===== config.mk =====
export PLATFORM = sky130hd
export DESIGN_NAME = bta_eval
export DESIGN_NICKNAME = d
export VERILOG_FILES = /design/src/rtl/boundary_tag_fit_allocator_macros.svh /design/src/rtl/bta_pkg.sv /design/src/rtl/bta_eval.sv
export SDC_FILE = /design/constraint.sdc
export NUM_CORES = 1
export LEC_CHECK = 0
export BUFFER_PORTS_ARGS = -buffer_cell sky130_fd_sc_hd__buf_2
export CAP_MARGIN = 10
export CORE_MARGIN = 8
export CORE_UTILIZATION = 53
export DETAILED_ROUTE_END_ITERATION = 7
export MAX_ROUTING_LAYER = met4
export PLACE_DENSITY = 0.88
export SLEW_MARGIN = 20
export SYNTH_ARGS = -nofsm -noshare
export SYNTH_HDL_FRONTEND = slang
export SYNTH_SLANG_ARGS = --single-unit
export TNS_END_PERCENT = 10

===== constraint.sdc =====
create_clock -name vclk -period 5.47
set_input_delay 1.094 -clock vclk [all_inputs]
set_output_delay 1.094 -clock vclk [all_outputs]
set_load 0.02 [all_outputs]

===== src/rtl/boundary_tag_fit_allocator_macros.svh =====
// Assertion macros for the boundary-tag fit allocator.
// Included by the top level; uses its i_clk and i_rst_n.
`ifndef BOUNDARY_TAG_FIT_ALLOCATOR_MACROS_SVH
`define BOUNDARY_TAG_FIT_ALLOCATOR_MACROS_SVH
// same-cycle implication
`define BTA_ASSERT_NOW(lbl, ante, cons, msg) \
    lbl: assert property (@(posedge i_clk) disable iff (!i_rst_n) (ante) |-> (cons)) \
        else $error(msg);
// next-cycle implication
`define BTA_ASSERT_NEXT(lbl, ante, cons, msg) \
    lbl: assert property (@(posedge i_clk) disable iff (!i_rst_n) (ante) |=> (cons)) \
        else $error(msg);
`endif


===== src/rtl/bta_pkg.sv =====
// Shared types and constants for the boundary-tag fit allocator.
// No dependencies.
package bta_pkg;
    localparam int DEF_REGION_BYTES = 4096;
    localparam int DEF_HEADER_BYTES = 16;
    localparam int OFFSET_LIMIT     = 4096;
    localparam int PW               = 13;   // block position / size width
    localparam int NW               = 14;   // next-position width

    localparam logic [1:0] FIT_FIRST = 2'd0;
    localparam logic [1:0] FIT_BEST  = 2'd1;
    localparam logic [1:0] FIT_WORST = 2'd2;

    localparam logic [1:0] STAT_OK      = 2'd0;
    localparam logic [1:0] STAT_NOFIT   = 2'd1;
    localparam logic [1:0] STAT_BADFREE = 2'd2;

    localparam logic       FUNC_ALLOC = 1'b0;
    localparam logic       FUNC_FREE  = 1'b1;

    localparam logic [1:0] REG_FIT_METHOD   = 2'd0;
    localparam logic [1:0] REG_REGION_BYTES = 2'd1;

    typedef struct packed {
        logic          free;
        logic [PW-1:0] size;
    } t_hdr;

    typedef struct packed {
        t_hdr          hdr;
        logic [PW-1:0] pos;
        logic [PW-1:0] req;
        logic [1:0]    method;
        logic          found;
        logic [PW-1:0] pick_size;
        logic [PW-1:0] target;
    } t_eval_in;

    typedef struct packed {
        logic [NW-1:0] next;
        logic          take;
        logic          stop;
        logic          at_target;
        logic          past_target;
    } t_eval_res;
endpackage


===== src/rtl/bta_eval.sv =====
// Shared evaluation unit: next-block address, fit test and placement choice.
// Depends on bta_pkg.
module bta_eval #(
    parameter int HEADER_BYTES = bta_pkg::DEF_HEADER_BYTES
) (
    input  bta_pkg::t_eval_in  i_in,
    output bta_pkg::t_eval_res o_res
);
    import bta_pkg::*;

    localparam logic [NW-1:0] HB = NW'(HEADER_BYTES);

    logic fits;
    logic better;

    always_comb begin
        fits = i_in.hdr.free && (i_in.hdr.size >= i_in.req);
        case (i_in.method)
            FIT_BEST:  better = i_in.hdr.size <  i_in.pick_size;
            FIT_WORST: better = i_in.hdr.size >= i_in.pick_size;
            default:   better = 1'b0;
        endcase
        o_res.next        = NW'(i_in.pos) + HB + NW'(i_in.hdr.size);
        o_res.take        = fits && (!i_in.found || better);
        o_res.stop        = fits && (i_in.method != FIT_BEST) && (i_in.method != FIT_WORST);
        o_res.at_target   = i_in.pos == i_in.target;
        o_res.past_target = i_in.pos >  i_in.target;
    end
endmodule


==> key figures, run 1 <==
STA
  • Hold Vio Cnt, Final: 0
  • Worst-margin pin slew: ~0.36 ns
  • Final Max Slew Viols: 0
  • Final min period: between 4 and 5 ns
  • Fmax: roughly 230 MHz
  • RSZ-0062 raised after global routing: false
  • Period utilization: between 70% and 80%
  • Slew Limit Headroom: 75.8%
  • Setup ws final: 1.18 ns
  • Final setup viols: 0
  • Setup TNS: 0 ns

Power and ir drop
  • LEAKAGE: between 0.001 and 0.0015 uW
  • Worst IR Drop VDD: 74.1 uV
  • Pwr Density: 113 mW/mm2

Place
  • Placed Cells: 363
  • RePlAce Congestion: a little under 0.9
  • Hpwl dp: approximately 4500 um
  • PortBufs: 87
  • Placed cell area: 0.00225 mm2
  • Setup WS pre-CTS: between 1 and 1.5 ns

Worst setup path
  • Critical Setup Path Class: input pin to output pin
  • Crit start category: input pin
  • Critical Path RT: ~4.4 ns
  • Crit Path Max Fanout: 3
  • CP endpoint kind: output pin
  • WP data arrival: 3.19 ns

Die
  • Die ar.: 0.00541 mm2
  • Die width: around 74 um
  • Die height: 73.6 um
  • Rows: 21
  • IO Count: 87
  • Core box area: 0.00326 mm2
  • Starting Density: between 50% and 60%

Cells and area
  • Layout cells sized above 1: 29.7%
  • Number of sequential cells: 0
  • Synthesis-to-layout area growth: 28.1%
  • # clk buffers: 0
  • Design area: 0.00225 mm2
  • Register area: 0 um2
  • N_diodes: 0
  • # fillers: 299
  • Final Net Count: 455
  • Finished Layout Cells: 363

Yosys
  • Commonest cells in the netlist: 66 x ha_1, 55 x inv_1, 18 x a21oi_1
  • Area contributors post-synth: ha_1 47%, inv_1 12%, a21oi_1 5.1%
  • Area leader, netlist: ha_1
  • Synth Cell Area: roughly 0.0018 mm2
  • Count leader, synth: ha_1
  • Post-Syn Nets: 366
  • Top cell type's share of synthesized area: 47.0%
  • Average size of a mapped cell: 7.63 um2
  • Post-Syn Instances: 230
  • Sequential share of the synthesized area: 0%
  • Post-synthesis cell type count: 38
  • Synthesis Warnings: 0

Global routing
  • Vias in the first global route: a little over 2,000
  • GR Util All Layers: 18.3%
  • Pin count of the biggest net entering global routing: 7
  • First-pass GRT wire length: 8170 um
  • Antenna violations before repair: 0
  • Total congestion overflow: 0

Worst hold path
  • Hold crit path type: input pin to output pin

Detailed routing
  • Via count: 1,872
  • Starting DRT DRC Count: 48
  • Routed WL per cell: 13.0 um
  • Drt pass-1 iters: 4
  • Antenna viol nets, final: 0
  • DR vias/cell: ~5.2
  • DRC violations left: 0
  • Total Wirelength: between 4000 and 5000 um

CTS
  • Post-CTS Resized: 0
  • # hold bufs at CTS: 0
  • Total setup buffers inserted after CTS: 0

Run
  • Maxcap violations: 0

Outcome
  • Status: finished, final reports clean
cell families after synthesis:
| family | share of synthesized area (%) |
|---|---|
| simple gates | 13.8 |
| xor+xnor | 5.49 |
| compound gates | 20.7 |
| fa+ha+maj | 48.2 |
| buf+inv | 11.8 |
where the power goes:
group,internal [uW],switching (uW)
clock,0,0
combinational,110,143
sequential,0,0
cells in the final DEF, fill, tap and decap left out, types with 3 or more instances in the layout:
| cell type | Yosys | routed |
|---|---|---|
| and4_1 | 3 | 3 |
| ha_1 | 66 | 66 |
| nor2b_1 | 3 | 3 |
| inv_1 | 55 | 55 |
| nor2_1 | 6 | 6 |
| o211ai_1 | 3 | 3 |
| nor3_1 | 3 | 3 |
| xnor2_1 | 9 | 9 |
| buf_2 | 0 | 87 |
| a21oi_1 | 18 | 18 |
| nand2_1 | 10 | 10 |
| o21ai_0 | 4 | 4 |
| nand3_1 | 6 | 6 |
| a21o_1 | 9 | 9 |
| nand4_1 | 5 | 5 |
worst paths after layout:
path | startpoint | end | slack, ns | cells past startpoint
max | i_in[56] | o_res[15] | 1.18 | 12
min | i_in[68] | o_res[2] | 2.54 | 3
layout make-up:
| type | instances | area, um2 | area share [%] |
|---|---|---|---|
| Inverter | 55 | 206 | 9.18 |
| Multi-Input combinational cell | 175 | 1550 | 68.9 |
| Timing Repair Buffer | 87 | 435 | 19.4 |
| Tap cell | 46 | 57.6 | 2.56 |
per-layer routing:
layer / GRT usage (%) / up-vias / part of all wire (%)
li1: - / 983 / -
met5: - / - / 0
met1: 21.2 / 813 / 45
met4: 1.11 / 0 / 0.57
met2: 33.8 / 72 / 47
met3: 2.18 / 4 / 7.9
metrics by stage:
stage               util, %  hold WS (ns)  power [uW]
finish                 69.0          2.54         254
CTS                    69.0          2.54         257
global placement       69.0          2.54         249
detailed placement     69.0          2.54         255
floorplan                 -          2.34         171
global route           69.0          2.56         287
worst max-delay path, cell delays in order:
cell,delay (ns)
buf_2,0.12
ha_1,0.27
ha_1,0.18
inv_1,0.06
fa_1,0.40
inv_1,0.07
a21o_1,0.13
nand4_1,0.14
a31oi_2,0.27
a31oi_1,0.14
xnor2_1,0.14
buf_2,0.18
(Power assumes the default switching activity.)
==> run 2, diff against run 1 <==
Settings changed: CORE_UTILIZATION 53 to 49, PLACE_DENSITY 0.88 to 0.82.
Clock period 5.47 ns to 4.23 ns, I/O delays scaled along.
==> key figures, run 2 (same netlist as run 1, synthesis figures left out) <==
Power and ir drop
  • Switch Pwr: 186 uW (+30%)
  • Sequential power share: 0% (unchanged)
  • Logic pwr share: 100.0% (about the same)
  • Cell Int Power: 143 uW (+29%)
  • Worst IR Drop VDD: 80.0 uV (+8.0%)
  • Clk pwr share: 0% (unchanged)
  • Final Power: 328 uW (+29%)
  • Pwr Density: 146 mW/mm2 (+29%)
  • LEAKAGE: 0.00144 uW (unchanged)
  • Sw Share: 56.6% (+0.087 points)

Detailed routing
  • Starting DRT DRC Count: 32 (-33%)
  • Via count: 1,851 (-1.1%)
  • DR vias/cell: 5.10 (-1.1%)
  • Antenna viol nets, final: 0 (unchanged)
  • DRC violations left: 0 (unchanged)
  • Total Wirelength: 4710 um (unchanged)
  • Drt pass-1 iters: 4 (unchanged)
  • Routed WL per cell: 13.0 um (unchanged)

Worst setup path
  • CP delay by family, top: adder cells
  • CP Cell Sequence: buf_2 > ha_1 > ha_1 > inv_1 > fa_1 > inv_1 > a21o_1 > nand4_1 > a31oi_2 > a31oi_1 > xnor2_1 > buf_2
  • Critical path buffer and inverter count: 4 (unchanged)
  • WP data arrival: 2.89 ns (-0.30 ns)
  • Critical Setup Path Class: input pin to output pin
  • Crit start category: input pin
  • Slowest CP cell: fa_1
  • Critical Path RT: 3.38 ns (-1.00 ns)
  • CP endpoint kind: output pin
  • Crit Path Max Fanout: 3 (unchanged)
  • Largest stage delay, worst path: 0.40 ns (about the same)

CTS
  • Total setup buffers inserted after CTS: 0 (unchanged)
  • Post-CTS Resized: 0 (unchanged)
  • # hold bufs at CTS: 0 (unchanged)

Cells and area
  • Final Net Count: 455 (unchanged)
  • N_diodes: 0 (unchanged)
  • # clk buffers: 0 (unchanged)
  • # fillers: 323 (+8.0%)
  • Commonest non-fill, non-tap cell in the layout: buf_2
  • Register area: 0 um2 (unchanged)
  • Commonest non-fill, non-tap cells in the layout: 87 x buf_2, 66 x ha_1, 55 x inv_1
  • Number of sequential cells: 0 (unchanged)
  • Synthesis-to-layout area growth: 28.1% (unchanged)
  • Layout cells sized above 1: 29.7% (unchanged)

Die
  • IO Count: 87 (unchanged)
  • Die ar.: 0.00575 mm2 (+6.4%)
  • Rows: 21 (unchanged)
  • Core box area: 0.00339 mm2 (+4.0%)
  • Die width: 75.9 um (+3.1%)
  • Starting Density: 51.8% (-2.1 points)
  • Die height: 75.9 um (+3.1%)

STA
  • RSZ-0062 raised after global routing: false
  • Hold Vio Cnt, Final: 0 (unchanged)
  • Setup TNS: 0 ns (unchanged)
  • Slew Limit Headroom: 70.6% (-5.3 points)
  • Final Max Slew Viols: 0 (unchanged)
  • Setup ws final: 0.491 ns (-0.691 ns)
  • Fmax: about 270 MHz
  • Final setup viols: 0 (unchanged)
  • Final min period: 3.74 ns
  • Worst-margin pin slew: 0.437 ns (+0.0784 ns)
  • Period utilization: between 80% and 90%

Global routing
  • Total congestion overflow: 0 (unchanged)
  • Pin count of the biggest net entering global routing: 7 (unchanged)
  • Met1 global-route usage: 20.3% (-0.95 points)
  • Vias in the first global route: 1,922 (-5.5%)
  • M2 GR Usage: 29.8% (-3.9 points)
  • First-pass GRT wire length: 7660 um (-6.2%)
  • GR Util All Layers: 16.6% (-1.7 points)
  • Antenna violations before repair: 0 (unchanged)
  • Met3 global-route usage: 2.11% (-0.078 points)
  • Busiest grt layer: met2

Place
  • PortBufs: 87 (unchanged)
  • Setup WS pre-CTS: 0.488 ns (-0.689 ns)
  • Hpwl dp: 4460 um (+0.24%)
  • RePlAce Congestion: 0.854 (-4.1%)

Outcome
  • Status: finished, final reports clean

Worst hold path
  • Hold crit path type: input pin to output pin

Run
  • Maxcap violations: 0 (unchanged)
[run 2: worst min-delay path, delay by kind of cell]
family	cells	cell delay [ns]
buffers and inverters	2	0.24
adder cells (fa/ha/maj)	1	0.11
[run 2: routing by layer]
layer  share of wire (%)  up-vias
met1                  46      803
met5                   0        -
met3                 9.3        0
met2                  45       62
li1                    -      986
met4                   0        0
[run 2: final timing paths]
| check | start | end | slack [ns] | cells after the start |
|---|---|---|---|---|
| hold / removal | i_in[55] | o_res[4] | 2.04 | 3 |
| setup / recovery | i_in[56] | o_res[15] | 0.49 | 12 |
[run 2: area by class of cell]
| cell class | instances | area (um2) | area share, % |
|---|---|---|---|
| repair buffers | 87 | 435 | 19.4 |
| inverters | 55 | 206 | 9.18 |
| well taps | 46 | 57.6 | 2.56 |
| multi-input cells | 175 | 1550 | 68.9 |
[run 2: power groups by stage]
stage,Combinational [uW],Clock (uW),Sequential [uW]
finish,328,0,0
CTS,331,0,0
global route,367,0,0
global placement,324,0,0
detailed placement,329,0,0
floorplan,221,0,0
[run 2: per-stage QoR]
| step | area [um2] | hold WS (ns) | util, % | std cells |
|---|---|---|---|---|
| global route | 2250 | 2.07 | 66.3 | 363 |
| detailed placement | 2250 | 2.05 | 66.3 | 363 |
| global placement | 2250 | 2.04 | 66.3 | 363 |
| finish | 2250 | 2.04 | 66.3 | 363 |
| CTS | 2250 | 2.05 | 66.3 | 363 |
| floorplan | 1760 | 1.85 | - | 230 |
==> run 3, diff against run 2 <==
Settings changed: BUFFER_PORTS_ARGS -buffer_cell sky130_fd_sc_hd__buf_2 to -buffer_cell sky130_fd_sc_hd__clkbuf_2.
==> key figures, run 3 (same netlist as run 1, synthesis figures left out) <==
Die
  • Starting Density: 51.8% (unchanged)
  • Die ar.: 0.00575 mm2 (unchanged)
  • Rows: 21 (unchanged)
  • Die width: 75.9 um (unchanged)
  • Die height: 75.9 um (unchanged)
  • Core box area: 0.00339 mm2 (unchanged)
  • IO Count: 87 (unchanged)

Global routing
  • Antenna violations before repair: 0 (unchanged)
  • Total congestion overflow: 0 (unchanged)
  • Vias in the first global route: 1,869 (-2.8%)
  • GR Util All Layers: 16.3% (-0.36 points)
  • Pin count of the biggest net entering global routing: 7 (unchanged)
  • First-pass GRT wire length: 7470 um (-2.5%)

STA
  • Worst-margin pin slew: 0.349 ns (-0.0889 ns)
  • Slew Limit Headroom: 76.5% (+6.0 points)
  • RSZ-0062 raised after global routing: false
  • Final setup viols: 0 (unchanged)
  • Period utilization: 89.1% (+0.67 points)
  • Final Max Slew Viols: 0 (unchanged)
  • Final min period: 3.77 ns (+0.0285 ns)
  • Hold Vio Cnt, Final: 0 (unchanged)
  • Setup TNS: 0 ns (unchanged)
  • Fmax: 265 MHz (-0.76%)

Cells and area
  • # clk buffers: 0 (unchanged)
  • Commonest non-fill, non-tap cell in the layout: clkbuf_2
  • Layout cells sized above 1: 29.7% (unchanged)
  • N_diodes: 0 (unchanged)
  • Commonest non-fill, non-tap cells in the layout: 87 x clkbuf_2, 66 x ha_1, 55 x inv_1
  • Register area: 0 um2 (unchanged)
  • Final Net Count: 455 (unchanged)
  • Number of sequential cells: 0 (unchanged)
  • Fin util: 66.3% (unchanged)
  • Synthesis-to-layout area growth: 28.1% (unchanged)

Worst setup path
  • Crit Path Max Fanout: 3 (unchanged)
  • Crit start category: input pin
  • CP Cell Sequence: clkbuf_2 > ha_1 > ha_1 > inv_1 > fa_1 > inv_1 > a21o_1 > nand4_1 > a31oi_2 > a31oi_1 > xnor2_1 > clkbuf_2
  • CP delay by family, top: adder cells
  • Critical path buffer and inverter count: 4 (unchanged)
  • Slowest CP cell: fa_1
  • WP data arrival: 2.92 ns (+0.03 ns)
  • CP endpoint kind: output pin
  • Largest stage delay, worst path: 0.40 ns (about the same)
  • Critical Path RT: 3.38 ns (about the same)
  • Critical Setup Path Class: input pin to output pin

Detailed routing
  • DR vias/cell: 5.05 (-0.92%)
  • Starting DRT DRC Count: 49 (+53%)
  • DRC violations left: 0 (unchanged)
  • Routed WL per cell: 12.5 um (-3.9%)
  • Drt pass-1 iters: 4 (unchanged)
  • Total Wirelength: 4530 um (-3.9%)
  • Via count: 1,834 (-0.92%)
  • Antenna viol nets, final: 0 (unchanged)

Place
  • PortBufs: 87 (unchanged)
  • RePlAce Congestion: 0.834 (-2.3%)
  • Hpwl dp: 4320 um (-3.1%)

Worst hold path
  • Hold crit path type: input pin to output pin

Power and ir drop
  • Pwr Density: 145 mW/mm2 (-0.52%)
  • Worst IR Drop VDD: 96.3 uV (+20%)
  • LEAKAGE: 0.00145 uW (+1.1%)

CTS
  • Total setup buffers inserted after CTS: 0 (unchanged)
  • # hold bufs at CTS: 0 (unchanged)
  • Post-CTS Resized: 0 (unchanged)

Outcome
  • Status: finished, final reports clean

Run
  • Maxcap violations: 0 (unchanged)
==> run 3: changes by cell type in the layout (fill, tap and decap cells not counted), sizes merged <==
cell,delta
buf,-87
clkbuf,+87
==> run 3: final cells by class <==
cell class | instances | area [um2]
fillers | 312 | 1140
inverters | 55 | 206
multi-input cells | 175 | 1550
well taps | 46 | 57.6
repair buffers | 87 | 435
==> run 3: worst min-delay path, cell delays in order <==
cell and delay [ns]:
clkbuf_2 0.09, o211a_1 0.10, clkbuf_2 0.15
==> run 3: metrics by stage <==
stage / worst slack, ns / total power (uW) / instance area [um2] / cells / hold slack, ns
final: 0.462 / 327 / 2250 / 363 / 2.03
after global routing: 0.287 / 368 / 2250 / 363 / 2.05
after CTS: 0.452 / 330 / 2250 / 363 / 2.03
after detailed placement: 0.454 / 328 / 2250 / 363 / 2.03
after global placement: 0.495 / 325 / 2250 / 363 / 2.02
after floorplan: 0.671 / 221 / 1760 / 230 / 1.85
==> run 3: final timing paths <==
path,start,end,depth (start not counted)
worst max-delay path,i_in[56],o_res[15],12
worst min-delay path,i_in[68],o_res[2],3
==> run 3: where the power goes <==
group / switching (uW) / internal, uW
Sequential: 0 / 0
Combinational: 185 / 141
Clock: 0 / 0
==> run 3: routing by layer <==
metal | vias up | wire [um] | track usage, % | part of all wire, %
met5 | - | 0 | - | 0
met4 | 0 | 20 | 0.640 | 0.44
met3 | 2 | 461 | 2.63 | 10
met2 | 64 | 1950 | 28.2 | 43
met1 | 785 | 2100 | 20.0 | 46
li1 | 983 | - | - | -
